### src/rtl/hvn_pkg.sv
`timescale 1ns / 1ps
// Shared types and constants of the height map vertex normal block.
package hvn_pkg;

    // Width of a vector that enters the normalizer (sum of six Q1.14 normals)
    localparam int VEC_W = 18;

    // Fixed y component of every face before normalization
    localparam logic signed [VEC_W-1:0] FACE_Y = -18'sd10;

    // Configuration register indexes
    localparam logic [1:0] CFG_COLUMN_COUNT = 2'd0;
    localparam logic [1:0] CFG_ROW_COUNT    = 2'd1;

    typedef struct packed {
        logic [7:0] height_sample;
    } in_item_t;

    typedef struct packed {
        logic signed [15:0] normal_x;
        logic signed [15:0] normal_y;
        logic signed [15:0] normal_z;
        logic [15:0]        vertex_row;
        logic [9:0]         vertex_column;
        logic               last_in_run;
        logic               end_of_frame;
    } out_item_t;

    // Controller to datapath
    typedef struct packed {
        logic       accept;
        logic       shift;
        logic       clr_acc;
        logic       add_acc;
        logic       norm_start;
        logic       norm_src_acc;
        logic       load_out;
        logic [2:0] vtx;
        logic [2:0] face;
    } cmd_t;

    // Datapath to controller
    typedef struct packed {
        logic [3:0] emit;
        logic [5:0] face_ok;
        logic       out_free;
    } status_t;

endpackage

### src/rtl/hvn_ctrl.sv
`timescale 1ns / 1ps
// Controller: sequences input requests, vertices and faces through the normalizer.
module hvn_ctrl (
    input  logic             clk,
    input  logic             rst_n,
    input  logic             in_valid,
    output logic             in_ready,
    input  hvn_pkg::status_t status,
    input  logic             norm_done,
    output hvn_pkg::cmd_t    cmd
);

    localparam logic [2:0] S_IDLE  = 3'd0;
    localparam logic [2:0] S_SHIFT = 3'd1;
    localparam logic [2:0] S_VSEL  = 3'd2;
    localparam logic [2:0] S_FACE  = 3'd3;
    localparam logic [2:0] S_FWAIT = 3'd4;
    localparam logic [2:0] S_VWAIT = 3'd5;
    localparam logic [2:0] S_OUT   = 3'd6;

    localparam logic [2:0] LAST_VTX  = 3'd4;
    localparam logic [2:0] LAST_FACE = 3'd6;

    logic [2:0] state_reg, state_next;
    logic [2:0] vtx_reg, vtx_next;
    logic [2:0] face_reg, face_next;

    always_comb
    begin
        state_next = state_reg;
        vtx_next   = vtx_reg;
        face_next  = face_reg;
        cmd        = '0;
        cmd.vtx    = vtx_reg;
        cmd.face   = face_reg;
        in_ready   = 1'b0;
        case (state_reg)
            S_IDLE:
            begin
                in_ready = 1'b1;
                if (in_valid)
                begin
                    cmd.accept = 1'b1;
                    state_next = S_SHIFT;
                end
            end
            // window shift and line store write-back
            S_SHIFT:
            begin
                cmd.shift  = 1'b1;
                vtx_next   = 3'd0;
                state_next = S_VSEL;
            end
            // next vertex completed by this request
            S_VSEL:
            begin
                if (vtx_reg == LAST_VTX)
                    state_next = S_IDLE;
                else if (status.emit[vtx_reg[1:0]])
                begin
                    cmd.clr_acc = 1'b1;
                    face_next   = 3'd0;
                    state_next  = S_FACE;
                end
                else
                    vtx_next = vtx_reg + 3'd1;
            end
            // walk the six adjacent faces, then renormalize the sum
            S_FACE:
            begin
                if (face_reg == LAST_FACE)
                begin
                    cmd.norm_start   = 1'b1;
                    cmd.norm_src_acc = 1'b1;
                    state_next       = S_VWAIT;
                end
                else if (status.face_ok[face_reg])
                begin
                    cmd.norm_start = 1'b1;
                    state_next     = S_FWAIT;
                end
                else
                    face_next = face_reg + 3'd1;
            end
            S_FWAIT:
            begin
                if (norm_done)
                begin
                    cmd.add_acc = 1'b1;
                    face_next   = face_reg + 3'd1;
                    state_next  = S_FACE;
                end
            end
            S_VWAIT:
            begin
                if (norm_done)
                    state_next = S_OUT;
            end
            S_OUT:
            begin
                if (status.out_free)
                begin
                    cmd.load_out = 1'b1;
                    vtx_next     = vtx_reg + 3'd1;
                    state_next   = S_VSEL;
                end
            end
            default: state_next = S_IDLE;
        endcase
    end

    always_ff @(posedge clk or negedge rst_n)
    begin
        if (!rst_n)
        begin
            state_reg <= S_IDLE;
            vtx_reg   <= 3'd0;
            face_reg  <= 3'd0;
        end
        else
        begin
            state_reg <= state_next;
            vtx_reg   <= vtx_next;
            face_reg  <= face_next;
        end
    end

endmodule

### config.mk
export PLATFORM = sky130hd
export DESIGN_NAME = hvn_ctrl
export DESIGN_NICKNAME = d
export VERILOG_FILES = /design/src/rtl/hvn_pkg.sv /design/src/rtl/hvn_ctrl.sv
export SDC_FILE = /design/constraint.sdc
export NUM_CORES = 1
export LEC_CHECK = 0
export BUFFER_PORTS_ARGS = -buffer_cell sky130_fd_sc_hd__buf_2
export CORE_MARGIN = 2
export CORE_UTILIZATION = 50
export DETAILED_ROUTE_END_ITERATION = 6
export PLACE_DENSITY = 0.81
export SYNTH_ARGS = -nofsm -noshare
export SYNTH_HDL_FRONTEND = slang
export SYNTH_SLANG_ARGS = --single-unit
### constraint.sdc
create_clock -name clk -period 4.47 [get_ports clk]
set_input_delay 0.894 -clock clk [delete_from_list [all_inputs] [get_ports clk]]
set_output_delay 0.894 -clock clk [all_outputs]
set_load 0.1 [all_outputs]
Word level (Yosys, flattened, before mapping):

Index checks and enable logic that the tools add are counted.

* flip-flop bits (word level): 9
* word-level logic and storage cells: 70
* output and inout bits: 14
* input port bits: 15

* reduce and logical (&&, ||, !) cells: 6
* $add $sub $neg: 2
* eq/ne operators: 19
* mux-type cells: 38
* order comparisons: 2

Operators with widths (number)
* 3-bit two-way mux: 16
* 3-bit one-hot mux with 7 select lines: 1
* 2-bit != test (second input constant): 9
* 3-bit one-hot mux with 3 select lines: 2
* 1-bit two-way mux: 16
* 3-bit equality test (second input constant): 5
* 6-bit AND reduction: 2
* 3-bit by 1-bit adder with 3-bit output (second input constant): 2
* 3-bit by 2-bit equality test with 1-bit output (second input constant): 2
* 3-bit != test (second input constant): 2
* 3-bit nonzero test: 2
* 3-bit by 4-bit < comparator with 1-bit output (second input constant): 1
* 4-bit AND reduction: 1
* 1-bit binary-select mux with 3-bit select: 1
* 3-bit by 1-bit equality test with 1-bit output (second input constant): 1
* 3-bit zero test: 1
* 2-bit by 3-bit < comparator with 1-bit output (second input constant): 1
* 1-bit binary-select mux with 2-bit select: 1
* 2-bit two-way mux: 1

Depth between registers and ports, before layout:

* depth in word-level cells: 5
* gate-level depth with buffers: 7
* depth with buffers taken out: 7

Worst setup path before layout:

OpenSTA, ideal clock, no wires.

* kind: register to output
* from: register state_reg[1]
* to: output cmd[12] (netlist name)
* data arrival time: 3.635 ns
* stages on the path, launching flop included: 4
* path buffers: 1
* required time: 3.576 ns
* setup slack: -0.059 ns
* cell sequence: dfrtp_1 > buf_2 > nor3_1 > and2_1

RTL lines
* start, declared: RTL line hvn_ctrl.sv:24 `logic [2:0] state_reg, state_next;`
* start signal, assigned: RTL line hvn_ctrl.sv:122 `state_reg <= state_next;`
* end, declared: RTL line hvn_ctrl.sv:10 `output hvn_pkg::cmd_t cmd`

==> results.cfg <==
[sta]
period_minus_slack_ps = 2980
fin_skew_ps = 2.56
clock.fmax_mhz = 335
period_share_pct = 66.8
whs_ps = 471
grt_setup_unrepaired = false
finalSetupViolations = 0
maxSlewViolCount = 0
tns_ps = 0
worst_slack_ps = 1490
slew_headroom_pct = 67.5
worstMarginPinSlew_ps = 490
hold_viol_final = 0

[global_route]
grt_pass1_wl_um = 2820
grt_max_degree = 15
grtUsageTotal_pct = 20.0
antenna_found_initial = 0
grt-ovfl-total = 0
grt_pass1_vias = 674

[cts]
holdBufCountCts = 0
root_buffer = clkbuf_4
cts.sinks = 9
post_cts_buffers = 0
htree_levels = 1
cts_tree = yes
clock_latency_ps = 250
cts_buffer_depth = 2
cts_resized = 0
cts_made_buffers = 3
path_clk_slew_ps = 50

[yosys]
ys_seq_area_share_pct = 30.5
synth_edf_count = 0
ys.flop_type = dfrtp_1
synthCells = 90
ys_ff_latch = 9
syn_nets = 109
syn_area_um2 = 739
synth.distinct_cells = 34
ys_warn_count = 0
synth_area_per_cell_um2 = 8.22
ys_async_sr_fraction_pct = 100

[drt]
via_count = 753
drt-initial-drc-count = 11
ant_nets = 0
first_pass_iters = 4
drc = 0
viasPerCell = 5.62
wire_per_inst_um = 12.4
wl_um = 1660

[floorplanning]
boundaryPins = 29
start_util_pct = 55.4
dieArea_um2 = 1800
fp.dieW_um = 42.5
die_h_um = 42.5
core_area_um2 = 1330
rows = 13

[placement]
gp_congestion = 0.849
numPortBuffers = 28
pre_cts_ws_ps = 1500
placed_cell_area_um2 = 891
hpwlAfterDp_um = 1350

[cells_and_area]
area_growth_pct = 24.0
final_area_um2 = 917
nets = 139
drive_gt1_share_pct = 32.8
insertedDiodeCount = 0
fill_cells = 130

[worst_setup_path]
critPathMaxFanout = 5
cp_data_arrival_time_ps = 2090
worstSetupEndpointType = primary output
cp.required_ps = 3580
worstSetupPathType = in2out
critPathLaunchType = input pin

[flow_run]
drv_cap = 0

[min_path]
worstHoldPathType = in2async

[outcome]
status = finished clean
## worst max-delay path: stages
cell     delay (ps)
buf_2            70
mux2i_1          70
o32ai_1         410
o21ai_2         160
inv_1            70
buf_2           420
## logic make-up (layout without fill, tap and decap cells)
kind of cell	Yosys count	in the layout	share of synthesized area, %
AO/OA/AOI/OAI	23	23	22.3
adder cells (fa/ha/maj)	4	4	6.77
buffers and inverters	11	40	5.75
AND/OR/NAND/NOR	38	38	25.5
flip-flops	9	9	30.5
multiplexers	5	5	9.14
## metal layers
layer  vias to the layer above  wire (µm)  global-route usage [%]
met1                       352        858                    29.9
met2                        14        722                    29.2
met5                         -          0                       0
met4                         0         31                    10.6
met3                         4         46                   0.431
li1                        383          -                       -
## per-stage QoR
stage,cells,utilization [%]
final,134,68.8
after global routing,134,68.8
after CTS,134,68.8
after detailed placement,130,66.8
after global placement,130,66.8
after floorplan,90,-
## synth_stat cells (3+ instances only)
| library cell | n | area [µm²] |
|---|---|---|
| nand2_1 | 10 | 37.5 |
| dfrtp_1 | 9 | 225 |
| nor2_1 | 9 | 33.8 |
| inv_1 | 8 | 30.0 |
| a21oi_1 | 6 | 30.0 |
| ha_1 | 4 | 50.1 |
| nor3_1 | 4 | 20.0 |
| o21ai_0 | 4 | 20.0 |
| mux2i_1 | 3 | 30.0 |
## final timing paths
kind | endpoint | slack [ps] | cells past startpoint | start
hold reg to reg | face_reg[0] | 600 | 1 | face_reg[0]
setup / recovery | cmd[8] | 1490 | 6 | status[6]
setup reg to reg | face_reg[1] | 2500 | 5 | state_reg[1]
hold / removal | face_reg[1] | 470 | 1 | rst_n
max in group asynchronous | vtx_reg[1] | 3830 | 1 | rst_n
min in group clk | face_reg[0] | 600 | 1 | face_reg[0]
## layout by cell type (no fill, tap or decap), types with 3 or more instances in the layout
master / count
inv_1: 8
ha_1: 4
nor2_1: 9
nor3_1: 3
mux2i_1: 3
o21ai_0: 4
dfrtp_1: 9
nand2_1: 10
a21oi_1: 6
buf_2: 28
clkbuf_4: 3
## layout make-up
class,count,area [µm²],area share [%]
Sequential cell,9,225,24.6
Multi-Input combinational cell,70,477,52.0
Tap cell,15,18.8,2.05
Timing Repair Buffer,28,140,15.3
Clock buffer,4,26.3,2.86
Inverter,8,30.0,3.27
Power is left out: the tool's default activity adds up to more than one toggle a clock period on the data nets, which glitch-free logic cannot reach.
